### config.mk
export PLATFORM = sky130hd
export DESIGN_NAME = caller_id_hex_record_parser_core
export DESIGN_NICKNAME = d
export VERILOG_FILES = /design/src/cidhex_pkg.sv /design/src/caller_id_hex_record_parser_core.sv
export SDC_FILE = /design/constraint.sdc
export NUM_CORES = 1
export LEC_CHECK = 0
export BUFFER_PORTS_ARGS = -buffer_cell sky130_fd_sc_hd__clkbuf_2
export CAP_MARGIN = 20
export CORE_MARGIN = 3
export CORE_UTILIZATION = 31
export DETAILED_ROUTE_END_ITERATION = 10
export SLEW_MARGIN = 20
export SYNTH_ARGS = -nofsm -noshare
export SYNTH_HDL_FRONTEND = slang
export SYNTH_SLANG_ARGS = --single-unit
export TNS_END_PERCENT = 5
### constraint.sdc
create_clock -name clk_i -period 6.7 [get_ports clk_i]
set_clock_uncertainty 0.05 [all_clocks]
set_input_delay 1.34 -clock clk_i [delete_from_list [all_inputs] [get_ports clk_i]]
set_output_delay 1.34 -clock clk_i [all_outputs]
set_load 0.03 [all_outputs]
### src/cidhex_pkg.sv
`default_nettype none

package cidhex_pkg;

  // Default record length limit in non-zero bytes
  localparam int unsigned MaxBytesDef = 41;

  // Digits in the date and in the time field
  localparam int unsigned FieldLen = 4;

  // Field kinds on the result channel
  localparam logic [2:0] KIND_DATE  = 3'd0;
  localparam logic [2:0] KIND_TIME  = 3'd1;
  localparam logic [2:0] KIND_NAME  = 3'd2;
  localparam logic [2:0] KIND_PHONE = 3'd3;
  localparam logic [2:0] KIND_END   = 3'd4;

  // Character codes used by the parser
  localparam logic [7:0] CHR_P      = 8'h50;
  localparam logic [7:0] CHR_O      = 8'h4f;
  localparam logic [7:0] CHR_ZERO   = 8'h30;
  localparam logic [7:0] CHR_ONE    = 8'h31;
  localparam logic [7:0] CHR_NINE   = 8'h39;
  localparam logic [7:0] CHR_SPACE  = 8'h20;
  localparam logic [7:0] CHR_TILDE  = 8'h7e;

  // Replacement text lengths
  localparam logic [3:0] PRIV_LEN  = 4'd7;
  localparam logic [3:0] UNAV_LEN  = 4'd11;

  typedef struct packed {
    logic [7:0] hex_char;
    logic       final_char;
  } cidhex_in_t;

  typedef struct packed {
    logic [2:0] field_kind;
    logic [7:0] char_code;
    logic       run_last;
  } cidhex_out_t;

  // Decode one ASCII hex digit: {ok, value}
  function automatic logic [4:0] hex_decode(input logic [7:0] c);
    logic [4:0] r;
    r = 5'b0;
    if (c >= 8'h30 && c <= 8'h39) begin
      r = {1'b1, 4'(c - 8'h30)};
    end else if (c >= 8'h41 && c <= 8'h46) begin
      r = {1'b1, 4'(c - 8'h37)};
    end else if (c >= 8'h61 && c <= 8'h66) begin
      r = {1'b1, 4'(c - 8'h57)};
    end
    return r;
  endfunction

  function automatic logic is_print(input logic [7:0] b);
    return (b >= CHR_SPACE) && (b <= CHR_TILDE);
  endfunction

  function automatic logic is_digit(input logic [7:0] b);
    return (b >= CHR_ZERO) && (b <= CHR_NINE);
  endfunction

  function automatic logic is_alpha(input logic [7:0] b);
    return ((b >= 8'h41) && (b <= 8'h5a)) || ((b >= 8'h61) && (b <= 8'h7a));
  endfunction

  // Character idx of PRIVATE (priv) or UNAVAILABLE
  function automatic logic [7:0] text_char(input logic priv, input logic [3:0] idx);
    logic [7:0] c;
    c = 8'h00;
    if (priv) begin
      unique case (idx)
        4'd0:    c = 8'h50;
        4'd1:    c = 8'h52;
        4'd2:    c = 8'h49;
        4'd3:    c = 8'h56;
        4'd4:    c = 8'h41;
        4'd5:    c = 8'h54;
        4'd6:    c = 8'h45;
        default: c = 8'h00;
      endcase
    end else begin
      unique case (idx)
        4'd0:    c = 8'h55;
        4'd1:    c = 8'h4e;
        4'd2:    c = 8'h41;
        4'd3:    c = 8'h56;
        4'd4:    c = 8'h41;
        4'd5:    c = 8'h49;
        4'd6:    c = 8'h4c;
        4'd7:    c = 8'h41;
        4'd8:    c = 8'h42;
        4'd9:    c = 8'h4c;
        4'd10:   c = 8'h45;
        default: c = 8'h00;
      endcase
    end
    return c;
  endfunction

endpackage

`default_nettype wire

### src/caller_id_hex_record_parser_core.sv
// Caller ID hex record parser.
// Input channel (in_valid_i / in_ready_o / in_data_i): one ASCII character per
// beat, with final_char set on the last character of a record. Output channel
// (out_valid_o / out_ready_i / out_data_o): one result character per beat,
// tagged with its field kind; run_last marks the last beat caused by one
// input character, and the final character always adds an end-of-record beat.
// Each accepted character updates the parser state in the same cycle and
// loads a result descriptor; its first result beat is visible the next cycle.
// A character that causes one or no beat leaves the input ready, so one
// character per cycle flows as long as the receiver takes every beat.
// A character that expands to replacement text (PRIVATE or UNAVAILABLE, plus
// an end beat) occupies the descriptor for up to 12 beats, and the input
// accepts the next character on the cycle the last of those beats is taken.
// When the receiver stalls, the pending beat holds and the input stays ready
// only on a cycle that takes the last beat of the descriptor.
// Reset clears the pairing, byte count and parse phase, and drops any
// pending beats; the block is ready in the first cycle after reset.
`default_nettype none

module caller_id_hex_record_parser_core #(
  parameter int unsigned MAX_BYTES = cidhex_pkg::MaxBytesDef
) (
  input  wire logic                   clk_i,
  input  wire logic                   rst_ni,
  input  wire logic                   in_valid_i,
  output      logic                   in_ready_o,
  input  wire cidhex_pkg::cidhex_in_t  in_data_i,
  output      logic                   out_valid_o,
  input  wire logic                   out_ready_i,
  output      cidhex_pkg::cidhex_out_t out_data_o
);
  import cidhex_pkg::*;

  localparam int unsigned CntW = $clog2(MAX_BYTES + 1);

  typedef enum logic [8:0] {
    PH_SEEK      = 9'b000000001,
    PH_DATE      = 9'b000000010,
    PH_TIME      = 9'b000000100,
    PH_PRE_NAME  = 9'b000001000,
    PH_NAME      = 9'b000010000,
    PH_SWALLOW   = 9'b000100000,
    PH_PRE_PHONE = 9'b001000000,
    PH_PHONE     = 9'b010000000,
    PH_DONE      = 9'b100000000
  } phase_e;

  // Result descriptor for one input beat
  typedef struct packed {
    logic [2:0] kind;
    logic [1:0] nch;
    logic [7:0] c0;
    logic [7:0] c1;
    logic       text_en;
    logic       text_priv;
    logic [3:0] n_beats;
  } desc_t;

  // Parser state
  logic            nib_wait_q, nib_wait_d;
  logic [3:0]      hi_nib_q, hi_nib_d;
  logic            hi_ok_q, hi_ok_d;
  logic [CntW-1:0] taken_q, taken_d;
  phase_e          phase_q, phase_d;
  logic [2:0]      cnt_q, cnt_d;
  logic [7:0]      held_chr_q, held_chr_d;
  logic            held_q, held_d;
  logic            ph_begun_q, ph_begun_d;
  logic            ph_repl_q, ph_repl_d;

  // Descriptor and beat sequencer
  desc_t           desc_q, desc_d;
  logic            desc_vld_q, desc_vld_d;
  logic [3:0]      idx_q, idx_d;

  logic            in_acc, out_acc, beat_last;
  logic [4:0]      hex_dec;
  logic            hex_ok;
  logic [3:0]      hex_val;
  logic [7:0]      byte_s;
  logic            take_s;
  logic            phone_go;
  logic            repl_s;
  logic [7:0]      second_s;
  logic [3:0]      text_len;
  logic [3:0]      out_text_len;

  assign hex_dec = hex_decode(in_data_i.hex_char);
  assign hex_ok  = hex_dec[4];
  assign hex_val = hex_dec[3:0];

  assign in_acc  = in_valid_i && in_ready_o;
  assign out_acc = out_valid_o && out_ready_i;

  // Next parser state and descriptor for the beat on the input
  always_comb begin
    nib_wait_d = nib_wait_q;
    hi_nib_d   = hi_nib_q;
    hi_ok_d    = hi_ok_q;
    taken_d    = taken_q;
    phase_d    = phase_q;
    cnt_d      = cnt_q;
    held_chr_d = held_chr_q;
    held_d     = held_q;
    ph_begun_d = ph_begun_q;
    ph_repl_d  = ph_repl_q;
    byte_s     = 8'h00;
    take_s     = 1'b0;
    phone_go   = 1'b0;
    repl_s     = 1'b0;
    second_s   = 8'h00;
    text_len   = 4'd0;
    desc_d     = '0;
    desc_d.kind = KIND_DATE;

    // Pair characters into bytes
    if (nib_wait_q) begin
      byte_s = !hi_ok_q ? 8'h00 : (hex_ok ? {hi_nib_q, hex_val} : {4'h0, hi_nib_q});
      take_s = 1'b1;
      nib_wait_d = 1'b0;
      hi_nib_d   = 4'h0;
      hi_ok_d    = 1'b0;
    end else if (in_data_i.final_char) begin
      byte_s = hex_ok ? {4'h0, hex_val} : 8'h00;
      take_s = 1'b1;
    end else begin
      nib_wait_d = 1'b1;
      hi_ok_d    = hex_ok;
      hi_nib_d   = hex_ok ? hex_val : 4'h0;
    end

    // Advance the field parser on a counted non-zero byte
    if (take_s && (byte_s != 8'h00) && (taken_q < CntW'(MAX_BYTES))) begin
      taken_d = taken_q + CntW'(1);
      unique case (phase_q)
        PH_SEEK: begin
          if (is_digit(byte_s)) begin
            desc_d.kind = KIND_DATE;
            desc_d.nch  = 2'd1;
            desc_d.c0   = byte_s;
            cnt_d       = 3'd1;
            phase_d     = PH_DATE;
          end
        end
        PH_DATE: begin
          desc_d.kind = KIND_DATE;
          desc_d.nch  = 2'd1;
          desc_d.c0   = byte_s;
          if (cnt_q == 3'(FieldLen - 1)) begin
            cnt_d   = 3'd0;
            phase_d = PH_TIME;
          end else begin
            cnt_d = cnt_q + 3'd1;
          end
        end
        PH_TIME: begin
          desc_d.kind = KIND_TIME;
          desc_d.nch  = 2'd1;
          desc_d.c0   = byte_s;
          if (cnt_q == 3'(FieldLen - 1)) begin
            cnt_d   = 3'd0;
            phase_d = PH_PRE_NAME;
          end else begin
            cnt_d = cnt_q + 3'd1;
          end
        end
        PH_PRE_NAME: begin
          if (is_print(byte_s)) begin
            phase_d = PH_NAME;
            if ((byte_s == CHR_P) || (byte_s == CHR_O)) begin
              held_chr_d = byte_s;
              held_d     = 1'b1;
            end else begin
              desc_d.kind = KIND_NAME;
              desc_d.nch  = 2'd1;
              desc_d.c0   = byte_s;
            end
          end
        end
        PH_NAME: begin
          desc_d.kind = KIND_NAME;
          if (held_q) begin
            // Decide on the held leading P or O
            second_s = is_print(byte_s) ? byte_s : 8'h00;
            if (held_chr_q == CHR_P) begin
              repl_s = !(is_alpha(second_s) || is_digit(second_s));
            end else begin
              repl_s = !(is_alpha(second_s) ||
                         ((second_s >= CHR_ONE) && (second_s <= CHR_NINE)));
            end
            held_d     = 1'b0;
            held_chr_d = 8'h00;
            if (repl_s) begin
              desc_d.text_en   = 1'b1;
              desc_d.text_priv = (held_chr_q == CHR_P);
              phase_d = is_print(byte_s) ? PH_SWALLOW : PH_PRE_PHONE;
            end else begin
              desc_d.nch = 2'd2;
              desc_d.c0  = held_chr_q;
              desc_d.c1  = byte_s;
            end
          end else if (is_print(byte_s)) begin
            desc_d.nch = 2'd1;
            desc_d.c0  = byte_s;
          end else begin
            phase_d = PH_PRE_PHONE;
          end
        end
        PH_SWALLOW: begin
          if (!is_print(byte_s)) begin
            phase_d = PH_PRE_PHONE;
          end
        end
        PH_PRE_PHONE: begin
          if (is_print(byte_s)) begin
            phase_d  = PH_PHONE;
            phone_go = 1'b1;
          end
        end
        PH_PHONE: begin
          phone_go = 1'b1;
        end
        PH_DONE: begin
          phase_d = PH_DONE;
        end
        default: begin
          phase_d = PH_DONE;
        end
      endcase

      // Keep phone digits, O and P; replace a leading O or P
      if (phone_go) begin
        desc_d.kind = KIND_PHONE;
        if (!is_print(byte_s)) begin
          phase_d = PH_DONE;
        end else if ((is_digit(byte_s) || (byte_s == CHR_O) || (byte_s == CHR_P)) &&
                     !ph_repl_q) begin
          ph_begun_d = 1'b1;
          if (!ph_begun_q && ((byte_s == CHR_P) || (byte_s == CHR_O))) begin
            ph_repl_d        = 1'b1;
            desc_d.text_en   = 1'b1;
            desc_d.text_priv = (byte_s == CHR_P);
          end else begin
            desc_d.nch = 2'd1;
            desc_d.c0  = byte_s;
          end
        end
      end
    end

    // Close the record on the final character
    if (in_data_i.final_char) begin
      if ((phase_d == PH_NAME) && held_d) begin
        desc_d.kind      = KIND_NAME;
        desc_d.text_en   = 1'b1;
        desc_d.text_priv = (held_chr_d == CHR_P);
      end
      nib_wait_d = 1'b0;
      hi_nib_d   = 4'h0;
      hi_ok_d    = 1'b0;
      taken_d    = '0;
      phase_d    = PH_SEEK;
      cnt_d      = 3'd0;
      held_chr_d = 8'h00;
      held_d     = 1'b0;
      ph_begun_d = 1'b0;
      ph_repl_d  = 1'b0;
    end

    // Count the beats of this descriptor
    if (desc_d.text_en) begin
      text_len = desc_d.text_priv ? PRIV_LEN : UNAV_LEN;
    end else begin
      text_len = {2'b00, desc_d.nch};
    end
    desc_d.n_beats = text_len + {3'b000, in_data_i.final_char};
  end

  // Select the current beat from the descriptor
  assign out_text_len = desc_q.text_priv ? PRIV_LEN : UNAV_LEN;
  assign beat_last    = (idx_q == (desc_q.n_beats - 4'd1));

  always_comb begin
    out_data_o.run_last = beat_last;
    if (desc_q.text_en && (idx_q < out_text_len)) begin
      out_data_o.field_kind = desc_q.kind;
      out_data_o.char_code  = text_char(desc_q.text_priv, idx_q);
    end else if (!desc_q.text_en && (idx_q < {2'b00, desc_q.nch})) begin
      out_data_o.field_kind = desc_q.kind;
      out_data_o.char_code  = idx_q[0] ? desc_q.c1 : desc_q.c0;
    end else begin
      out_data_o.field_kind = KIND_END;
      out_data_o.char_code  = 8'h00;
    end
  end

  assign out_valid_o = desc_vld_q;
  assign in_ready_o  = !desc_vld_q || (out_ready_i && beat_last);

  // Load a descriptor on input, drop it after its last beat
  always_comb begin
    desc_vld_d = desc_vld_q;
    idx_d      = idx_q;
    if (out_acc) begin
      idx_d = beat_last ? 4'd0 : (idx_q + 4'd1);
      if (beat_last) begin
        desc_vld_d = 1'b0;
      end
    end
    if (in_acc) begin
      desc_vld_d = (desc_d.n_beats != 4'd0);
      idx_d      = 4'd0;
    end
  end

  // Control registers
  always_ff @(posedge clk_i or negedge rst_ni) begin
    if (!rst_ni) begin
      nib_wait_q <= 1'b0;
      hi_nib_q   <= 4'h0;
      hi_ok_q    <= 1'b0;
      taken_q    <= '0;
      phase_q    <= PH_SEEK;
      cnt_q      <= 3'd0;
      held_chr_q <= 8'h00;
      held_q     <= 1'b0;
      ph_begun_q <= 1'b0;
      ph_repl_q  <= 1'b0;
      desc_vld_q <= 1'b0;
      idx_q      <= 4'd0;
    end else begin
      desc_vld_q <= desc_vld_d;
      idx_q      <= idx_d;
      if (in_acc) begin
        nib_wait_q <= nib_wait_d;
        hi_nib_q   <= hi_nib_d;
        hi_ok_q    <= hi_ok_d;
        taken_q    <= taken_d;
        phase_q    <= phase_d;
        cnt_q      <= cnt_d;
        held_chr_q <= held_chr_d;
        held_q     <= held_d;
        ph_begun_q <= ph_begun_d;
        ph_repl_q  <= ph_repl_d;
      end
    end
  end

  // Descriptor payload
  always_ff @(posedge clk_i) begin
    if (in_acc) begin
      desc_q <= desc_d;
    end
  end

endmodule

`default_nettype wire

Word-level counts from Yosys, hierarchy flattened
Memory sizes are Yosys's and may differ from the RTL's.
Cells that the tools add are included.
- bits in latches: 0
- bits of input ports: 13
- memories: 1
- bits in registers: 67
- memory bits (writable): 0
- output and inout port bits: 14
- memory bits (read-only): 96
- shifts and indexed selects: 0
- add/subtract/negate cells: 8
- div/mod/pow operators: 0
- reduce and logical (&&, ||, !) cells: 50
- eq/ne operators: 22
- mux-type cells: 105
- magnitude comparators: 20
- $mul: 0
- bitwise logic cells: 3
- memory list (memory ; depth ; bits a word ; read ports ; clocked after memory_dff ; wr ports ; line ; RTL):
    (no name shown) ; 16 ; 6 ; 1 ; 0 ; 0 ; cidhex_pkg.sv:84 ; unique case (idx)
- operators with widths (cell ; number):
    $mux 9 ; 14
    $mux 8 ; 11
    $pmux 9 s8 ; 1
    $pmux 13 s5 ; 1
    $mux 10 ; 6
    $pmux 7 s7 ; 1
    $mux 4 ; 11
    $ge 8x6->1 const B ; 5
    $le 8x7->1 const B ; 5
    $eq 8x7->1 const B ; 4
    $ge 8x7->1 const B ; 4
    $mux 1 ; 30
    $le 8x6->1 const B ; 3
    $mux 12 ; 2
    $mux 23 ; 1
    $mux 11 ; 2
    $logic_and 1x1->1 ; 19
    $eq 9x5->1 const B ; 2
    $mux 18 ; 1
    $mux 3 ; 6
    $pmux 8 s2 ; 1
    $mux 5 ; 3
    $mux 2 ; 7
    $reduce_bool 2->1 ; 7
    other kinds (40) ; 61

Longest topological paths before layout
- depth after elaboration: 35
- mapped depth: 20

Least setup slack after synthesis
No wires, ideal clock.
- path kind: input to register
- from: input port in_data_i[2] in the netlist's numbering
- to: register desc_vld_q (netlist: out_valid_o)
- buffers on the path: 3
- arrival time: 5.516 ns
- setup slack: 1.012 ns
- cell stages on the path: 20
- cells stage by stage: inv_1 -> ha_1 -> or3b_1 -> buf_2 -> and3_1 -> buf_6 -> o311a_4 -> nor2_4 -> nor4_2 -> or2_1 -> buf_6 -> o32a_1 -> or4b_4 -> o41a_4 -> or2b_1 -> ha_1 -> ha_1 -> nand2_1 -> a2111o_1 -> o22a_1
- word-level cells in the longest chain between the ends: 35
- elaborated cells between the ends (all ways): 108
- those cells by class: add/sub (4); order compare (17); eq/ne (4); mux (59); reduce/logical (24)
- RTL lines (item ; line ; RTL):
    start, declared ; caller_id_hex_record_parser_core.sv:27 ; input wire cidhex_pkg::cidhex_in_t in_data_i,
    $ge 8x7->1 / $le 8x7->1 (equally long branches) ; cidhex_pkg.sv:50 ; end else if (c >= 8'h61 && c <= 8'h66) begin
    $logic_and 1x1->1 ; cidhex_pkg.sv:50 ;
    $mux 5 ; cidhex_pkg.sv:50 ;
    $mux 5 ; cidhex_pkg.sv:48 ; end else if (c >= 8'h41 && c <= 8'h46) begin
    $mux 5 * ; cidhex_pkg.sv:46 ; if (c >= 8'h30 && c <= 8'h39) begin
    $mux 4 / $mux 8 (equally long branches) ; caller_id_hex_record_parser_core.sv:124, caller_id_hex_record_parser_core.sv:118 ;
    $mux 4 / $mux 8 (equally long branches) ; caller_id_hex_record_parser_core.sv:123, caller_id_hex_record_parser_core.sv:118 ;
    $mux 8 * ; caller_id_hex_record_parser_core.sv:117 ; if (nib_wait_q) begin
    [... 19 more ...] ; n/a ;
    $logic_and 1x1->1 / $mux 23 (equally long branches) ; caller_id_hex_record_parser_core.sv:253, caller_id_hex_record_parser_core.sv:133 ;
    $mux 2 ; caller_id_hex_record_parser_core.sv:253 ; if ((phase_d == PH_NAME) && held_d) begin
    $mux 2 ; caller_id_hex_record_parser_core.sv:252 ; if (in_data_i.final_char) begin
    $mux 4 ; caller_id_hex_record_parser_core.sv:272 ; text_len = desc_d.text_priv ? PRIV_LEN : UNAV_LEN;
    $mux 4 * ; caller_id_hex_record_parser_core.sv:271 ; if (desc_d.text_en) begin
    $add 4x1->4 * ; caller_id_hex_record_parser_core.sv:276 ; desc_d.n_beats = text_len + {3'b000, in_data_i.final_char};
    $reduce_bool 4->1 * ; caller_id_hex_record_parser_core.sv:311 ; desc_vld_d = (desc_d.n_beats != 4'd0);
    $mux 1 * ; caller_id_hex_record_parser_core.sv:310 ; if (in_acc) begin
    end signal, assigned ; caller_id_hex_record_parser_core.sv:332 ; desc_vld_q <= desc_vld_d;
    end, declared ; caller_id_hex_record_parser_core.sv:73 ; logic desc_vld_q, desc_vld_d;
Mark *: on every way between the ends. The rest lies on a longest branch, timed or not. The select of a mux whose other input is x is not followed.
A chain may end at the register's enable or synchronous reset.

Worst setup path after layout
- from: input port in_data_i[1] in the netlist's numbering
- to: register desc_vld_q (netlist: out_valid_o)
Same word-level chain as after synthesis.

==> metrics.md <==
| Metric | Value |
|---|---|
| Run status | `complete, no violations` |
| CP endpoint kind | `register` |
| Routed Wire Length | `13800 um` |
| RSZ-0062 raised after global routing | `no` |
| First-pass GRT wire length | `23000 um` |
| Min Clock Period, post-route | `6.13 ns` |
| Commonest non-fill, non-tap cell in the layout | `nand2_1` |
| Relative slew slack | `42.7%` |
| DR vias/cell | `5.69` |
| Post-synth net total | `614` |
| Comb power frac | `34.6%` |
| Flops & latches, synth | `66` |
| Number of detailed-route iterations in the first pass | `5` |
| Critical Path Fanout Max | `17` |
| Power Density | `301 nW/um^2` |
| Rows | `45` |
| Nets | `630` |
| Largest net degree at the start of global routing | `41` |
| Startpoint types | `input pin` |
| Switching Share | `38.9%` |
| Vias | `4637` |
| Clk pwr share | `30.4%` |
| Footprint of the multi-input gates | `2890 um^2` |
| Cts bufs inserted | `9` |
| Async set-reset flop share out of synthesis | `60.6%` |
| Postcts setup bufs | `0` |
| Worst EP required | `6.87 ns` |
| Mapped Cells | `583` |
| Core ar. | `15400 um^2` |
| Synth Area in Simple Gates | `24.9%` |
| Max-slew violations | `0` |
| CTS tree | `built` |
| CTS Sinks | `66` |
| FILL cells | `1547` |
| WHS | `0.442 ns` |
| Final setup violation count | `0` |
| P&R area growth vs syn | `13.2%` |
| PnR Total Power | `1.67 mW` |
| Synth Area in Compound Gates | `24.8%` |
| Placer Congestion | `0.947` |
| Largest family of logic cells by synthesized area | `simple AND/OR/NAND/NOR gates` |
| Pleak | `2.26 nW` |
| WL/cell | `17.0 um` |
| All-Layer GR Usage | `16.1%` |
| Die Ht | `132 um` |
| CTS root buf | `clkbuf_16` |
| Max Fclk | `0.163 GHz` |
| Worst slew pin tran | `0.849 ns` |
| Final Hold Viols | `0` |
| Initial DRC Count | `375` |
| Mux cell area share after synthesis | `2.47%` |
| Clk_lat worst skew | `0.34 ns` |
| Synth Area in Adders | `4.59%` |
| P_sw | `0.649 mW` |
| Initial antenna violation count | `0` |
| DRC Markers | `0` |
| Die area | `17400 um^2` |
| Reg power frac | `35.0%` |
| Post-DP HPWL | `10300 um` |
| Setup Crit Path Kind | `input pin to register` |
| Arr. time, crit path | `6.30 ns` |
| H-tree depth | `3` |
| Io pins | `27` |
| Tcrit/Tclk final | `91.4%` |
| Mean post-synth cell area | `8.42 um^2` |
| Post-route ant nets | `0` |
| Area of the mapped netlist | `4910 um^2` |
| Starting Density | `31.9%` |
| Synth Area in XOR/XNOR | `2.14%` |
| ANT cells | `0` |
| Register Area | `1780 um^2` |
| Number of max-cap violations | `0` |
| Pint | `1.02 mW` |
| Clk slew on worst S/H paths | `0.06 ns` |
| Yosys cell types | `82` |
| CTS Buffer Depth | `2` |
| Grt total ovfl | `0` |
| Commonest non-fill, non-tap cells in the layout | `nand2_1 (66), nor2_1 (58), a21oi_1 (44)` |
| Vias in the first global route | `4348` |
| Port bufs | `26` |
| Main synth FF type | `dfrtp_1` |
| Hold Path Class | `register to register` |
| # hold bufs at CTS | `0` |
| Seq/Total Area, Yosys | `36.3%` |
| TNS Setup | `0 ns` |
| Yosys warns | `0` |
| Post-synth EDFFs | `26` |
| Horiz. Die Dim | `132 um` |
| VDD IR-drop max | `0.174 mV` |
| Post-cts sizing count | `0` |
| Share of layout cells above drive strength 1 | `11.8%` |
[power groups by stage]
stage | registers (mW) | clock network (mW) | logic (mW)
after detailed placement | 0.592 | 0 | 0.577
final | 0.585 | 0.508 | 0.578
after floorplan | 0.544 | 0 | 0.461
after global placement | 0.590 | 0 | 0.570
after CTS | 0.584 | 0.518 | 0.578
after global routing | 0.601 | 0.535 | 0.641
[cells in the mapped netlist, types with 7 or more instances]
| master | n | area (um^2) |
|---|---|---|
| nand2_1 | 66 | 248 |
| nor2_1 | 58 | 218 |
| a21oi_1 | 44 | 220 |
| dfrtp_1 | 39 | 976 |
| o21ai_0 | 34 | 170 |
| edfxtp_1 | 26 | 781 |
| inv_1 | 24 | 90.1 |
| clkbuf_1 | 23 | 86.3 |
| nor3_1 | 23 | 115 |
| ha_1 | 18 | 225 |
| nand3_1 | 16 | 80.1 |
| nor2b_1 | 12 | 75.1 |
| mux2i_1 | 11 | 110 |
| o22ai_1 | 11 | 68.8 |
| a21o_1 | 10 | 75.1 |
| and2_1 | 9 | 56.3 |
| a211oi_1 | 8 | 60.1 |
| and3_1 | 8 | 50.1 |
| xnor2_1 | 8 | 70.1 |
| a31oi_1 | 7 | 43.8 |
| nor4_1 | 7 | 43.8 |
[critical path, stage by stage]
cell      delay (ns)
clkbuf_2        0.15
inv_1           0.10
ha_1            0.23
o21ba_2         0.23
o21ai_1         0.34
a21boi_0        0.22
a211oi_2        0.47
nor4_2          0.12
buf_4           0.18
or2_1           0.42
o32a_1          0.43
or4b_4          0.53
o41a_4          0.40
or2b_1          0.17
ha_1            0.15
ha_1            0.17
nand2_1         0.07
a2111o_1        0.41
o22a_1          0.16
[logic make-up after synthesis]
family                     count (synthesis)
AOI/OAI and AO/OA                        179
xor gates and xnor gates                  12
adders and majority gates                 18
other                                      1
buffers and inverters                     56
DFF                                       66
and+or+nand+nor                          239
muxes                                     12
[cell type report]
| cell class | count | area share [%] |
|---|---|---|
| timing repair buffer | 35 | 3.60 |
| clock inverter | 6 | 1.60 |
| clock buffer | 10 | 4.12 |
| sequential | 66 | 32.1 |
| multi-input combinational | 461 | 52.0 |
| tap | 211 | 4.75 |
| inverter | 26 | 1.78 |
[per-stage QoR]
step / area (um^2) / utilization (%) / setup WS, ns / cells
2_1_floorplan: 4910 / - / 1.01 / 583
3_3_place_gp: 5230 / 34.0 / 0.465 / 799
3_5_place_dp: 5230 / 34.0 / 0.286 / 799
4_1_cts: 5550 / 36.1 / 0.641 / 815
5_1_grt: 5550 / 36.1 / 0.317 / 815
6_report: 5550 / 36.1 / 0.573 / 815
[per-layer routing]
metal | routed length (um) | vias up | global-route usage (%)
met4 | 274 | 0 | 5.31
met5 | 0 | - | 0
li1 | - | 2188 | -
met1 | 6380 | 2262 | 22.3
met3 | 814 | 22 | 3.32
met2 | 6380 | 165 | 25.4
[path summary, 6_finish.rpt]
| kind | to | startpoint | slack (ns) | depth (start not counted) |
|---|---|---|---|---|
| min | ph_repl_q | ph_repl_q | 0.44 | 2 |
| max | out_valid_o | in_data_i[1] | 0.57 | 19 |
| max reg2reg | out_valid_o | hi_ok_q | 1.79 | 16 |
| min reg2reg | ph_repl_q | ph_repl_q | 0.44 | 2 |
| min in group asynchronous | hi_nib_q[0] | rst_ni | 0.95 | 1 |
| max in group asynchronous | phase_q[2] | rst_ni | 5.26 | 1 |
[state kept, by name (all words and copies together) (netlist names)]
register,count
hi_nib_q,4
hi_ok_q,1
ph_begun_q,1
desc_q,26
cnt_q,3
held_chr_q,8
idx_q,4
taken_q,6
ph_repl_q,1
held_q,1
out_valid_o,1
nib_wait_q,1
phase_q,9
Note: power is estimated with default switching activity, not from simulation.
